[src/rtl/ett_pkg.sv]
// Shared constants, request and result types for the epoch tag table.
package ett_pkg;

   // Table geometry
   localparam int ENTRIES     = 1024;
   localparam int COUNT_WIDTH = 16;
   localparam int ADDR_WIDTH  = $clog2(ENTRIES);
   localparam int SUM_WIDTH   = COUNT_WIDTH + 2;

   // Command queue between front and back
   localparam int FIFO_DEPTH  = 4;
   localparam int PTR_WIDTH   = $clog2(FIFO_DEPTH);
   localparam int LVL_WIDTH   = $clog2(FIFO_DEPTH + 1);

   // Request opcodes
   localparam logic [1:0] OP_SET_TAG   = 2'd0;
   localparam logic [1:0] OP_READ_TAG  = 2'd1;
   localparam logic [1:0] OP_UNTAG     = 2'd2;
   localparam logic [1:0] OP_UNTAG_NEW = 2'd3;

   localparam logic [7:0] TAG_SAT = 8'hFF;

   typedef struct packed {
      logic [1:0] opcode;
      logic [9:0] entry_index;
      logic [7:0] tag_value;
      logic [7:0] new_range;
   } req_type;

   typedef struct packed {
      logic [7:0] tag_out;
      logic       tagged_res;
      logic       overflow_cleared;
   } rsp_type;

   // What the back end has to do for one request
   typedef enum logic [1:0] {
      CMD_WRITE,
      CMD_READ,
      CMD_REPORT,
      CMD_CLEAR
   } cmd_kind_type;

   typedef struct packed {
      cmd_kind_type            kind;
      logic [ADDR_WIDTH-1:0]   addr;
      logic [COUNT_WIDTH-1:0]  word;   // stored word for a write, base for a read
   } cmd_type;

   typedef enum logic {
      BK_SWEEP,
      BK_RUN
   } bk_state_type;

   // Back end status towards the top level
   typedef struct packed {
      logic init_busy;
      logic pop;
   } bk_status_type;

endpackage

[src/rtl/ett_fifo.sv]
// Short command queue between front end and back end.
module ett_fifo
   import ett_pkg::*;
(
   input  logic    clock,
   input  logic    reset,
   input  logic    push,
   input  cmd_type push_data,
   input  logic    pop,
   output cmd_type pop_data,
   output logic    empty,
   output logic    full
);

   cmd_type              slot_ff [FIFO_DEPTH];
   logic [PTR_WIDTH-1:0] wr_ptr_ff;
   logic [PTR_WIDTH-1:0] rd_ptr_ff;
   logic [LVL_WIDTH-1:0] level_ff;
   logic [LVL_WIDTH-1:0] level_in;

   assign empty    = level_ff == '0;
   assign full     = level_ff == LVL_WIDTH'(FIFO_DEPTH);
   assign pop_data = slot_ff[rd_ptr_ff];

   // Fill level follows pushes and pops
   always_comb begin
      level_in = level_ff;
      if (push && !pop) begin
         level_in = level_ff + 1'b1;
      end else if (pop && !push) begin
         level_in = level_ff - 1'b1;
      end
   end

   always_ff @(posedge clock) begin
      if (push) begin
         slot_ff[wr_ptr_ff] <= push_data;
      end
   end

   always_ff @(posedge clock) begin
      if (reset) begin
         wr_ptr_ff <= '0;
         rd_ptr_ff <= '0;
         level_ff  <= '0;
      end else begin
         if (push) begin
            wr_ptr_ff <= wr_ptr_ff + 1'b1;
         end
         if (pop) begin
            rd_ptr_ff <= rd_ptr_ff + 1'b1;
         end
         level_ff <= level_in;
      end
   end

endmodule

[config.mk]
export PLATFORM = sky130hd
export DESIGN_NAME = ett_fifo
export DESIGN_NICKNAME = d
export VERILOG_FILES = /design/src/rtl/ett_pkg.sv /design/src/rtl/ett_fifo.sv
export SDC_FILE = /design/constraint.sdc
export NUM_CORES = 1
export LEC_CHECK = 0
export BUFFER_PORTS_ARGS = -buffer_cell sky130_fd_sc_hd__clkbuf_2
export CAP_MARGIN = 15
export CORE_ASPECT_RATIO = 0.6
export CORE_MARGIN = 3
export CORE_UTILIZATION = 23
export DETAILED_ROUTE_END_ITERATION = 10
export PLACE_DENSITY = 0.4
export SLEW_MARGIN = 0
export SYNTH_ARGS = -nofsm -noshare
export SYNTH_HDL_FRONTEND = slang
export SYNTH_SLANG_ARGS = --single-unit
[constraint.sdc]
create_clock -name clock -period 2.31 [get_ports clock]
set_input_delay 0.462 -clock clock [delete_from_list [all_inputs] [get_ports clock]]
set_output_delay 0.462 -clock clock [all_outputs]
set_load 0.005 [all_outputs]
---- After elaboration in Yosys (flattened, before gate mapping) ----
Memories as Yosys holds them, arrays and structs flattened. A register that Yosys moved wholly into a read port is not among the register bits.
Index checks and enable logic that the tools add are counted.
storage, ports and cells
  latch bits .............................. 0
  register bits ........................... 7
  bits in read-only memories .............. 0
  RAM bits ................................ 112
  output and inout port bits .............. 30
  word-level logic and storage cells ...... 21
  memories kept ........................... 1
  input port bits ......................... 32
memories
  memory   depth  width  rd ports  clocked after Yosys merged registers in  wr ports  line            text
  slot_ff  4      28     1         1                                        1         ett_fifo.sv:15  cmd_type slot_ff [FIFO_DEPTH];
operators by class
  shifts and indexed selects .............. 0
  bitwise logic cells ..................... 0
  equal/unequal tests ..................... 1
  multiply operators ...................... 0
  reductions and logical operators ........ 6
  $add $sub $neg .......................... 4
  order comparisons ....................... 0
  multiplexer cells ....................... 6
  div/mod/pow operators ................... 0
operator list
  operator                                           count
  2-to-1 mux 3 bit                                   2
  adder 2 x 1 -> 2 bit (second input constant)       2
  2-to-1 mux 2 bit                                   2
  adder 3 x 1 -> 3 bit (second input constant)       1
  == test 3 bit (second input constant)              1
  logical NOT 3 bit                                  1
  subtractor 3 x 1 -> 3 bit (second input constant)  1
  logical AND 1 bit                                  2
  logical NOT 1 bit                                  2
  2-to-1 mux 1 bit                                   2
  nonzero test 2 bit                                 1

---- Depth between registers and ports, before layout ----
  depth in word-level cells ............... 4
  gate-level depth with buffers ........... 7
  gate-level depth less buffers ........... 7

---- Worst setup path after synthesis ----
OpenSTA, ideal clock, no wires.
  path type ............................... input port to flip-flop
  from .................................... input port pop
  to ...................................... register level_ff[2]
  data required time ...................... 2,240 ps
  path slack .............................. 588 ps
  buffers on the path ..................... 0
  setup time .............................. 70 ps
  stages on the path ...................... 7
  arrival ................................. 1,652 ps
  cell sequence ........................... inv_1 ha_1 inv_1 fa_1 xor2_1 or3_1 a21oi_1
on the way
  cells in the longest elaborated chain, start to end .. 3
  elaborated cells on any way between the ends .. 5
  classes of those cells .................. mux: 1; reduce/logical: 4
RTL lines
  what                                                    line            text
  start: declaration                                      ett_fifo.sv:9   input logic pop,
  logical NOT 1 bit                                       ett_fifo.sv:28  if (push && !pop) begin
  logical AND 1 bit                                       ett_fifo.sv:28
  2-to-1 mux 3 bit or nonzero test 2 bit (tied branches)  -
  end signal: assignment                                  ett_fifo.sv:53  level_ff <= level_in;
  end: declaration                                        ett_fifo.sv:18  logic [LVL_WIDTH-1:0] level_ff;
Parallel ways exist; a longest one is shown, timed or not.
A chain may end at the register's enable or synchronous reset.

==> reports/results.tsv <==
metric	value	unit
Hold Crit Class	in2reg	
Critical path buffers and inverters	2	
post-place instance area	5170	sq um
clk buf depth	2	
synth unique cells	22	
Area Overhead vs Synth	27.7	%
fillcell total	1908	
vias in the first global route	2294	
DRT Pass-1 Iters	4	
Yosys Warn Count	0	
final setup fails	0	
syn_area_per_cell	23.8	sq um
slew of the pin with the lowest slew margin	0.490	ns
cell depth of the worst setup path	3	
fin util	30.2	%
area leader, netlist	edfxtp_1	
Detail Placement HPWL	5630	um
most instantiated cells after synthesis	edfxtp_1, mux4_2, dfxtp_1, mux4_1, nor2_1	
Die X	187	um
gp weighted congestion	0.616	
layout cells sized above 1	44.5	%
FMAX	453	MHz
DR vias/cell	3.88	
CTS hold repair buffers	0	
max incr delay on CP	0.63	ns
clock group share of total power	46.7	%
initial antenna violation count	0	
endpoint type of the worst setup path	output port	
delay-heaviest family, CP	multiplexers	
final WL	9160	um
GR Util All Layers	9.16	%
Post-synth EDFFs	112	
Mapped Cells	190	
Iteration-0 DRC Markers	95	
P_sw	1.23	mW
CTS resizes	0	
Logic pwr share	8.2	%
max_cap viols	0	
fin crit share	95.6	%
Design Area, Final	5770	sq um
Mapped Area	4520	sq um
Worst Skew	0.0129	ns
#FFs+latches synth	121	
core box area	19100	sq um
outcome	completed	
Leak	1.99	nW
register-to-register setup slack	0.80	ns
Max VDD drop	0.000536	V
Synth area leaders	edfxtp_1, mux4_2, mux4_1, dfxtp_1, ha_1	
Fin Hold WS	0.271	ns
cts bufs inserted	17	
FF+latch area	3550	sq um
Tmin final	2.21	ns
GRT Residual Overflow	0	
Setup CP Type	reg2out	
# nets final	308	
register area share after synthesis	78.4	%
Pwr Density	983	nW/um^2
multi-input logic area	896	sq um
CTS Sinks	121	
Yosys top cell area share	74.4	%
Flop pwr share	45.1	%
Setup WS pre-CTS	0.357	ns
CTS H-tree depth	4	
Switching Fraction	21.8	%
first-pass GRT wire length	14000	um
Avg WL per Cell	16.7	um
setup repair bufs after CTS	0	
die area	21400	sq um
largest net degree at the start of global routing	29	
Inserted Diodes	0	
Initial Util	23.6	%
FF-to-FF path depth	4	
Buffers on Ports	61	
I/O pin count	62	
Crit path arrival time	1.75	ns
Clock transition at path regs	0.06	ns
count leader, synth	edfxtp_1	
synthesized net count	228	
dominant synthesized flop cell	edfxtp_1	
Hold Violations, Final	0	
Crit-path slowest cell	mux4_1	
CP Data Required Time	1.85	ns
clk_lat worst skew	0.41	ns
cells along the critical path	buf_12, mux4_1, clkbuf_2	
post-route DRC violation count	0	
Root Buffer	clkbuf_16	
Pint	4.44	mW
die outline height	115	um
worst-path fanout max	21	
worst rel slew slack	67.3	%
ys async rst share	0	%
RSZ-0062 raised after global routing	no	
Row Count	39	
via count	2128	
worst hold path depth	1	
Final WS setup	0.101	ns
Final Slew Violations	0	
CTS tree	built	
nature of the critical path startpoint	register	
TNS Setup	0	ns
ANT nets after route	0	
==> worst reg2reg max path, cell delays in order, from the launching register on <==
cell	delay (ns)
dfxtp_1	0.35
inv_1	0.09
ha_1	0.14
and2_2	0.13
buf_4	0.41
==> per-layer routing <==
layer,part of all wire (%),GRT usage (%),vias to the layer above
met5,0,0,-
met4,0.84,4.08,0
met3,5.7,3.24,6
met2,44,13.1,57
met1,50,12.6,1109
li1,-,-,956
==> power groups by stage <==
stage	Sequential, mW	Combinational (mW)	Clock, mW
after floorplan	2.58	0.274	0
after global placement	2.60	0.481	0
after detailed placement	2.61	0.485	0
after CTS	2.56	0.487	2.73
after global routing	2.57	0.521	2.85
final	2.56	0.467	2.65
==> path summary, 6_finish.rpt <==
path                      from              to
setup / recovery      register    pop_data[25]
hold / removal    push_data[1]   slot_ff[2][1]
setup reg to reg  wr_ptr_ff[0]  slot_ff[2][12]
hold reg to reg   rd_ptr_ff[1]        register
==> sequential cells by signal, summed over array words and instances, names as in the netlist, named ones only <==
register and flops:
wr_ptr_ff 2, rd_ptr_ff 2, level_ff 3, slot_ff 112
==> stage by stage <==
step	std cells	total power [mW]
floorplan	190	2.86
global placement	517	3.08
detailed placement	517	3.09
CTS	549	5.78
global route	549	5.94
finish	549	5.67
==> kinds of logic (layout without fill, tap and decap cells) <==
group,after synthesis,in the layout,synth area share (%)
xor gates and xnor gates,5,5,0.969
buffers and inverters,11,104,1.88
DFF,121,121,78.4
adders and majority gates,6,6,1.83
AOI/OAI and AO/OA,2,2,0.221
muxes,30,30,15.1
and+or+nand+nor,15,15,1.63
==> cell usage in the layout (no fill, tap or decap), drive strengths merged, types with 2 or more instances in the layout <==
| master | n |
|---|---|
| clkbuf | 78 |
| bufinv | 3 |
| ha | 5 |
| clkinv | 6 |
| dfxtp | 9 |
| edfxtp | 112 |
| clkinvlp | 4 |
| xnor2 | 2 |
| buf | 7 |
| mux2i | 2 |
| mux4 | 28 |
| xor2 | 3 |
| and2 | 4 |
| nor2 | 7 |
| inv | 6 |
==> cell type report <==
type                    count  area share (%)
inverters                   4           0.260
well taps                 266            5.77
repair buffers             68            6.63
clock buffers              17            7.37
clock inverters            15            3.03
multi-input cells          58            15.5
flip-flops and latches    121            61.4
No activity file was read; power rests on OpenSTA's default activity.
