File: src/rtl/ett_pkg.sv
// Shared constants, request and result types for the epoch tag table.
package ett_pkg;

   // Table geometry
   localparam int ENTRIES     = 1024;
   localparam int COUNT_WIDTH = 16;
   localparam int ADDR_WIDTH  = $clog2(ENTRIES);
   localparam int SUM_WIDTH   = COUNT_WIDTH + 2;

   // Command queue between front and back
   localparam int FIFO_DEPTH  = 4;
   localparam int PTR_WIDTH   = $clog2(FIFO_DEPTH);
   localparam int LVL_WIDTH   = $clog2(FIFO_DEPTH + 1);

   // Request opcodes
   localparam logic [1:0] OP_SET_TAG   = 2'd0;
   localparam logic [1:0] OP_READ_TAG  = 2'd1;
   localparam logic [1:0] OP_UNTAG     = 2'd2;
   localparam logic [1:0] OP_UNTAG_NEW = 2'd3;

   localparam logic [7:0] TAG_SAT = 8'hFF;

   typedef struct packed {
      logic [1:0] opcode;
      logic [9:0] entry_index;
      logic [7:0] tag_value;
      logic [7:0] new_range;
   } req_type;

   typedef struct packed {
      logic [7:0] tag_out;
      logic       tagged_res;
      logic       overflow_cleared;
   } rsp_type;

   // What the back end has to do for one request
   typedef enum logic [1:0] {
      CMD_WRITE,
      CMD_READ,
      CMD_REPORT,
      CMD_CLEAR
   } cmd_kind_type;

   typedef struct packed {
      cmd_kind_type            kind;
      logic [ADDR_WIDTH-1:0]   addr;
      logic [COUNT_WIDTH-1:0]  word;   // stored word for a write, base for a read
   } cmd_type;

   typedef enum logic {
      BK_SWEEP,
      BK_RUN
   } bk_state_type;

   // Back end status towards the top level
   typedef struct packed {
      logic init_busy;
      logic pop;
   } bk_status_type;

endpackage

File: src/rtl/ett_front.sv
// Front end: holds base and range, classifies each request into a command.
module ett_front
   import ett_pkg::*;
(
   input  logic    clock,
   input  logic    reset,
   input  logic    accept,
   input  req_type req_data,
   output logic    push,
   output cmd_type cmd
);

   logic [COUNT_WIDTH-1:0] base_ff;
   logic [COUNT_WIDTH-1:0] base_in;
   logic [7:0]             range_ff;
   logic [7:0]             range_in;
   logic [7:0]             adv_range;
   logic [SUM_WIDTH-1:0]   probe;
   logic                   fits;
   logic                   in_range;

   assign in_range = 32'(req_data.entry_index) < ENTRIES;

   // Range used for the advance: a larger new range applies before advancing
   assign adv_range = (req_data.opcode == OP_UNTAG_NEW && req_data.new_range > range_ff)
                      ? req_data.new_range : range_ff;

   assign probe = SUM_WIDTH'(base_ff) + (SUM_WIDTH'(adv_range) << 1);
   assign fits  = probe < SUM_WIDTH'({COUNT_WIDTH{1'b1}});

   // Classify the request and work out the next base and range
   always_comb begin
      base_in   = base_ff;
      range_in  = range_ff;
      cmd.kind  = CMD_REPORT;
      cmd.addr  = ADDR_WIDTH'(req_data.entry_index);
      cmd.word  = base_ff;
      unique case (req_data.opcode)
         OP_SET_TAG: begin
            cmd.kind = in_range ? CMD_WRITE : CMD_REPORT;
            cmd.word = base_ff + COUNT_WIDTH'(req_data.tag_value);
         end
         OP_READ_TAG: begin
            cmd.kind = in_range ? CMD_READ : CMD_REPORT;
         end
         OP_UNTAG, OP_UNTAG_NEW: begin
            if (fits) begin
               base_in  = base_ff + COUNT_WIDTH'(adv_range);
               cmd.kind = CMD_REPORT;
            end else begin
               base_in  = '0;
               cmd.kind = CMD_CLEAR;
            end
            if (req_data.opcode == OP_UNTAG_NEW) begin
               range_in = req_data.new_range;
            end
         end
         default: begin
            cmd.kind = CMD_REPORT;
         end
      endcase
   end

   assign push = accept;

   always_ff @(posedge clock) begin
      if (reset) begin
         base_ff  <= '0;
         range_ff <= 8'd1;
      end else if (accept) begin
         base_ff  <= base_in;
         range_ff <= range_in;
      end
   end

endmodule

File: config.mk
export PLATFORM = sky130hd
export DESIGN_NAME = ett_front
export DESIGN_NICKNAME = d
export VERILOG_FILES = /design/src/rtl/ett_pkg.sv /design/src/rtl/ett_front.sv
export SDC_FILE = /design/constraint.sdc
export NUM_CORES = 1
export LEC_CHECK = 0
export BUFFER_PORTS_ARGS = -buffer_cell sky130_fd_sc_hd__buf_2
export CAP_MARGIN = 20
export CORE_UTILIZATION = 37
export DETAILED_ROUTE_END_ITERATION = 7
export PLACE_DENSITY = 0.65
export SYNTH_ARGS = -nofsm -noshare
export SYNTH_HDL_FRONTEND = slang
export SYNTH_SLANG_ARGS = --single-unit
File: constraint.sdc
create_clock -name clock -period 7.6 [get_ports clock]
set_input_delay 0.38 -clock clock [delete_from_list [all_inputs] [get_ports clock]]
set_output_delay 0.38 -clock clock [all_outputs]
set_load 0.01 [all_outputs]
Word-level counts from Yosys, hierarchy flattened
Index checks and enable logic that the tools add are counted.
{ "classes": {"n_eq_ne": 3, "mux": 5, "n_reduce_logical": 5, "addsub": 3, "order_cmp": 2} }
{ "op_table": {"columns": ["cell", "n"], "rows": [
  ["adder 16 x 8 -> 16 bit", 2],
  ["2-to-1 mux 16 bit", 2],
  ["adder 16 x 9 -> 17 bit", 1],
  ["less-than comparator 17 x 16 -> 1 bit (second input constant)", 1],
  ["> comparator 8 bit", 1],
  ["2-to-1 mux 8 bit", 1],
  ["case mux 2 bit (3 select lines)", 1],
  ["== test 2 bit (second input constant)", 2],
  ["AND reduction 3 bit", 1],
  ["== test 2 x 1 -> 1 bit (second input constant)", 1],
  ["logical NOT 2 bit", 1],
  ["AND reduction 2 bit", 1],
  ["OR reduction 2 bit", 1],
  ["logical AND 1 bit", 1],
  ["2-to-1 mux 1 bit", 1]
]} }
{ "totals": {"output_inout_bits": 29, "ff_bits": 24, "input_bits": 31, "word_cells": 20} }

Longest topological paths before layout
Gate-level depths: netlist of run 1.
{ "depth": {"ltp_word": 7, "ltp_mapped": 22, "ltp_nobuf": 21} }

Least setup slack after synthesis of run 1
No wires, ideal clock.
{ "synth_path": {"path_kind": "input to output", "startpoint": "input req_data[1] in the netlist's numbering", "endpoint": "output cmd[26] in the netlist's numbering", "setup_slack_ns": 3.010, "path_stages": 19, "arrival_ns": 4.210, "t_required_ns": 7.220, "n_path_buf": 1, "cell_sequence": "ha_1 > nor2b_1 > o21a_1 > o21ai_0 > nand2b_1 > a21oi_1 > o21ai_0 > nand4_1 > mux2_2 > ha_1 > inv_1 > fa_1 > or4_1 > a2111oi_2 > o211ai_1 > nor4_2 > a31oi_1 > buf_6 > a21oi_1"} }
{ "synth_lines": {"columns": ["element", "line", "rtl"], "rows": [
  ["start, declared", "ett_front.sv:8", "input req_type req_data,"],
  ["end, declared", "ett_front.sv:10", "output cmd_type cmd"]
]} }

==> results of run 1 <==
[worst min-delay path, stage by stage]
cell and delay, ns:
buf_2 0.11, nand2_1 0.05, a21oi_1 0.05
[final timing paths]
check | startpoint | depth (start not counted) | endpoint
worst max-delay path | range_ff[1] | 21 | cmd[26]
worst min-delay path | req_data[6] | 3 | range_ff[6]
worst max register to register | range_ff[1] | 21 | base_ff[13]
worst min register to register | range_ff[4] | 2 | range_ff[4]
[synthesized netlist by cell type (7+ instances only)]
master,n
nand2_1,37
ha_1,35
nor2_1,30
a21oi_1,29
inv_1,25
dfxtp_1,24
o21ai_0,20
xnor2_1,15
buf_4,11
xor2_1,10
mux2_2,9
a32o_1,7
and3_1,7
[metal layers]
layer / wire [um] / vias up / part of all wire (%) / track usage (%)
li1: - / 1249 / - / -
met1: 3140 / 1136 / 48 / 23.7
met2: 2920 / 66 / 45 / 29.1
met3: 313 / 11 / 4.8 / 2.86
met4: 106 / 0 / 1.6 / 4.85
met5: 0 / - / 0 / 0
[state kept, by name (all words and copies together), names as in the netlist]
name,flops
range_ff,8
base_ff,16
[cells by family (layout without fill, tap and decap cells)]
group / Yosys count / in the layout
and+or+nand+nor: 108 / 108
xor gates and xnor gates: 25 / 25
AOI/OAI and AO/OA: 92 / 92
buffers and inverters: 46 / 69
DFF: 24 / 24
muxes: 10 / 10
adders and majority gates: 38 / 38
[power by group through the flow]
stage | Clock, mW | Combinational [mW] | Sequential [mW]
6_report | 0.119 | 0.0835 | 0.134
3_5_place_dp | 0 | 0.0827 | 0.136
4_1_cts | 0.120 | 0.0834 | 0.134
5_1_grt | 0.125 | 0.0940 | 0.134
2_1_floorplan | 0 | 0.0636 | 0.135
3_3_place_gp | 0 | 0.0813 | 0.137
[final cells by class]
cell class | count | area, um2 | share of cell area, %
well taps | 96 | 120 | 4.13
clock buffers | 3 | 41.3 | 1.42
repair buffers | 40 | 203 | 6.97
clock inverters | 1 | 30.0 | 1.03
multi-input cells | 273 | 1940 | 66.7
inverters | 25 | 93.8 | 3.23
flip-flops and latches | 24 | 480 | 16.5
==> impl_metrics.yaml, run 1 <==
global_route:
  grt_first_pass_wirelength_mm: 10.5
  grt_start_max_net_pins: 16
  antenna_found_initial: 0
  grt_usage_pct: 17.6
  overflow: 0
  grt_pass1_vias: 2268
floorplanning:
  rows: 30
  die_h_um: 86.6
  die_area_mm2: 0.00749
  floorplan.initialDensity_pct: 38.7
  die_w_um: 86.6
  coreArea_mm2: 0.00683
  pin_count: 60
logic_synthesis:
  syn_nets: 412
  synth_fa_ha_area_share_pct: 18.8
  synthMuxAreaShare_pct: 4.21
  async_flop_share_pct: 0
  ys.warnings.count: 0
  ys_types: 44
  yosysTopAreaCell: "dfxtp_1"
  syn-instance-count: 343
  synth-xor-area-share_pct: 8.28
  synth_compound_area_share_pct: 22.8
  synth-seq-cells: 24
  synth_top_cell_area_share_pct: 18.2
  syn_area_mm2: 0.00265
  synth_simple_gate_area_share_pct: 19.2
  synth_flop_cell: "dfxtp_1"
  synth_top_family_by_area: "compound AO/OA/AOI/OAI gates"
  ys_seq_area_share_pct: 18.2
  synth-edff-count: 0
  synth_area_leaders: "dfxtp_1, ha_1, a21oi_1"
  synth.avg_cell_area_um2: 7.71
finish:
  final_area_mm2: 0.00291
  final_common_cell: "buf_2"
  fill_cells: 720
  layout.nets: 436
  final_layout_size_suffix_gt1_share_pct: 16.7
  most-common-layout-cells: "buf_2, nand2_1, ha_1"
  stdcell_count: 462
  diodes: 0
  utilization_pct: 42.6
  syn_to_final_growth_pct: 9.93
place:
  dp_hpwl_mm: 5.15
  place_area_mm2: 0.00284
  io_buffers: 39
  dpl_worst_slack_ns: 2.56
  gp_congestion: 0.861
  place_inst: 458
route:
  routed_wirelength_mm: 6.48
  firstDrtPassIters: 4
  wl_per_cell_um: 14.0
  drc: 0
  viasPerCell: 5.33
  drt_iter0_markers: 103
  num_vias: 2462
  ant_nets: 0
pwr:
  comb_power_share_pct: 24.8
  p_total_mw: 0.336
  power_density_mw_per_mm2: 116
  intPower_mw: 0.236
  switching_power_mw: 0.0998
  p_seq_share_pct: 39.8
  pwr-share-clk_pct: 35.4
  vdd_ir_drop_max_mv: 0.0625
  sw_frac_of_total_pct: 29.7
  p_leak_nw: 1.27
sta:
  clock.fmax_mhz: 190
  period_minus_slack_ns: 5.26
  slew_headroom_pct: 66.6
  hold_viol: 0
  grt_setup_unrepaired: "no"
  maxSlewViolCount: 0
  whs_ns: 0.343
  setup_viol: 0
  fin_skew_ns: 0.0195
  worst_pin_slew_ns: 0.499
  tns_ns: 0
  fin_crit_sh_pct: 69.3
  setup_slack_ns: 2.34
cts:
  cts_setup_buffers: 0
  clock_sinks: 24
  post_cts_resized: 0
  numCtsBuffers: 3
  htreeDepth: 1
  cts.clk_slew.worst_paths_ns: 0.11
  clk_latency_ns: 0.29
  clockRootBuffer: "clkbuf_8"
  cts_hold_buffers: 0
  cts_tree: "done"
  cts_buffer_depth: 2
critical_path:
  path_buf_inv: 4
  crit_fanout: 12
  cp-end-kind: "primary output"
  slowest_stage: "or4_1"
  critical_path_arrival_ns: 4.88
  critical-path-top-delay-family: "simple AND/OR/NAND/NOR gates"
  cp_slowest_stage_delay_ns: 0.56
  reg2reg_slack_ns: 2.81
  critPathKind: "reg2out"
  start_kind: "flip-flop"
  path_cells: "inv_1, ha_1, nor2b_1, o21a_1, o21ai_0, nand2b_1, a21oi_1, o21ai_0, nand4_1, mux2_2, ha_1, inv_1, fa_1, or4_1, a2111oi_2, o211ai_1, nor4_2, a31oi_1, buf_4, a21oi_1, buf_2"
  critPathRequiredTime_ns: 7.22
min_path:
  hold_class: "in2reg"
outcome:
  outcome: "finished clean"
run:
  cap_violations: 0
Power figures use the tool's default switching activity.
==> run 2, diff against run 1 <==
Settings changed: ABC_AREA set to 1, PLACE_DENSITY 0.65 to 0.64.
Clock period 7.6 ns to 5 ns, I/O delays scaled along.
==> run 2 against run 1 <==
Effect of this change: critical path depth grew 2; critical path type unchanged; synthesized cell count grew 44%; worst setup slack lost 1.8 ns; largest cell class unchanged; sequential share of layout area shrank 1.7 points; die area grew 13%; power grew 60%; critical endpoint unchanged.
==> impl_metrics.yaml, run 2 <==
finish:
  syn_to_final_growth_pct: 8.18
  utilization_pct: 41.8
  largest_reg_flops: 16
  reg_top3: "base_ff: 16 flops, range_ff: 8 flops"
  diodes: 0
  layout.nets: 586
  top_register: "base_ff"
  final_layout_size_suffix_gt1_share_pct: 11.2
  final_common_cell: "nand2_1"
  fill_cells: 840
  most-common-layout-cells: "nand2_1, inv_1, nor2_1"
route:
  drc: 0
  firstDrtPassIters: 4
  wl_per_cell_um: 11.7
  ant_nets: 0
  drt_iter0_markers: 142
  num_vias: 3000
  routed_wirelength_mm: 7.25
  viasPerCell: 4.85
logic_synthesis:
  synth_area_leaders: "nand2_1, dfxtp_1, ha_1"
  syn_nets: 562
  synth_flop_cell: "dfxtp_1"
  synth.avg_cell_area_um2: 6.08
  synth-seq-cells: 24
  syn_area_mm2: 0.00300
  syn-instance-count: 493
  ys_seq_area_share_pct: 16.0
  synthTopCellsByCount: "nand2_1, inv_1, nor2_1"
  synth_top_cell_area_share_pct: 17.0
  async_flop_share_pct: 0
  ys.warnings.count: 0
  synth-edff-count: 0
  yosysMostFrequentCell: "nand2_1"
  ys_types: 32
  yosysTopAreaCell: "nand2_1"
global_route:
  overflow: 0
  antenna_found_initial: 0
  grt_usage_pct: 18.0
  grt_first_pass_wirelength_mm: 12.3
  grt_start_max_net_pins: 17
  grt_pass1_vias: 2739
sta:
  period_minus_slack_ns: 4.44
  fin_crit_sh_pct: 88.8
  tns_ns: 0
  grt_setup_unrepaired: "no"
  slew_headroom_pct: 39.6
  hold_viol: 0
  maxSlewViolCount: 0
  setup_viol: 0
  worst_pin_slew_ns: 0.902
  clock.fmax_mhz: 225
  fin_skew_ns: 0.00546
cts:
  clock_sinks: 24
  cts.clk_slew.worst_paths_ns: 0.10
  cts_setup_buffers: 0
  clockRootBuffer: "clkbuf_8"
  htreeDepth: 1
  numCtsBuffers: 3
  post_cts_resized: 0
  clk_latency_ns: 0.28
  cts_buffer_depth: 2
  cts_hold_buffers: 0
  cts_tree: "done"
critical_path:
  critical_path_arrival_ns: 4.19
  cp-end-kind: "primary output"
  start_kind: "flip-flop"
  critPathRequiredTime_ns: 4.75
  crit_fanout: 16
  critPathKind: "reg2out"
floorplanning:
  floorplan.initialDensity_pct: 38.6
  coreArea_mm2: 0.00777
  die_h_um: 92.0
  rows: 32
  die_area_mm2: 0.00847
  die_w_um: 92.0
  pin_count: 60
pwr:
  p_leak_nw: 1.66
  p_total_mw: 0.537
  vdd_ir_drop_max_mv: 0.113
  power_density_mw_per_mm2: 166
outcome:
  outcome: "finished clean"
place:
  gp_congestion: 0.880
  dp_hpwl_mm: 6.05
  io_buffers: 39
run:
  cap_violations: 0
min_path:
  hold_class: "in2reg"
## run 2: changes by cell type in the layout (fill, tap and decap cells not counted), moves of 8 or more
| cell | previous run | this run |
|---|---|---|
| o21ai_0 | 20 | 28 |
| inv_1 | 25 | 73 |
| xor2_1 | 10 | 20 |
| xnor2_1 | 15 | 3 |
| nor2_1 | 30 | 46 |
| mux2_2 | 9 | 0 |
| a21oi_1 | 29 | 40 |
| nand3_1 | 4 | 31 |
| nand2_1 | 37 | 136 |
## run 2: where the power goes
part,internal [mW],leakage (nW),switching [mW]
sequential,0.199,0.195,0.00921
clock,0.0708,0.0288,0.0763
combinational,0.0705,1.44,0.112
total,0.340,1.66,0.198
## run 2: stage by stage
step / instance area [um2] / setup slack, ns / hold slack [ns] / std cells
after floorplan: 3000 / 1.44 / 0.393 / 493
after global placement: 3190 / 0.917 / 0.468 / 614
after detailed placement: 3190 / 0.861 / 0.477 / 614
after CTS: 3240 / 0.532 / 0.213 / 618
after global routing: 3240 / 0.0633 / 0.216 / 618
final: 3240 / 0.559 / 0.218 / 618
## run 2: cell families (layout without fill, tap and decap cells)
| group | count (synthesis) | after routing | share of synthesized area [%] |
|---|---|---|---|
| xor+xnor | 23 | 23 | 6.72 |
| buf+inv | 96 | 119 | 13.9 |
| simple gates | 233 | 233 | 32.6 |
| flops | 24 | 24 | 16.0 |
| fa+ha+maj | 38 | 38 | 16.6 |
| compound gates | 79 | 79 | 14.1 |
## run 2: per-layer routing
metal  vias up  track usage (%)  part of all wire [%]
met5         -                0                     0
met4         0             4.82                   1.2
met3        10             2.90                   6.0
met2        77             29.4                    43
met1      1308             24.3                    49
li1       1605                -                     -
## run 2: worst max-delay path, cell delays in order, from the launching register on
cell      delay [ns]
dfxtp_1         0.36
inv_1           0.05
ha_1            0.28
a21oi_1         0.07
o21ai_0         0.16
a21oi_1         0.08
o211ai_1        0.16
nand2_1         0.31
o21ai_0         0.43
ha_1            0.28
inv_1           0.07
fa_1            0.39
inv_1           0.10
nand3_1         0.11
nand3_1         0.11
nand2_1         0.05
nor2_1          0.08
nand2_1         0.05
nor2_1          0.09
nand2_1         0.07
nor2_2          0.11
nand2_2         0.13
a31oi_1         0.20
buf_2           0.16
## run 2: worst paths after layout
check,start,endpoint,slack (ns),depth (start not counted)
min reg2reg,range_ff[7],range_ff[7],0.49,2
max reg2reg,range_ff[1],base_ff[14],0.98,25
max,range_ff[1],cmd[26],0.56,23
min,reset,base_ff[0],0.22,2
## run 2: final cells by class
class / instances / area, um2 / area share, %
clock buffers: 4 / 55.1 / 1.70
well taps: 102 / 128 / 3.93
multi-input cells: 373 / 2100 / 64.8
repair buffers: 39 / 195 / 6.02
flip-flops and latches: 24 / 480 / 14.8
inverters: 76 / 285 / 8.79
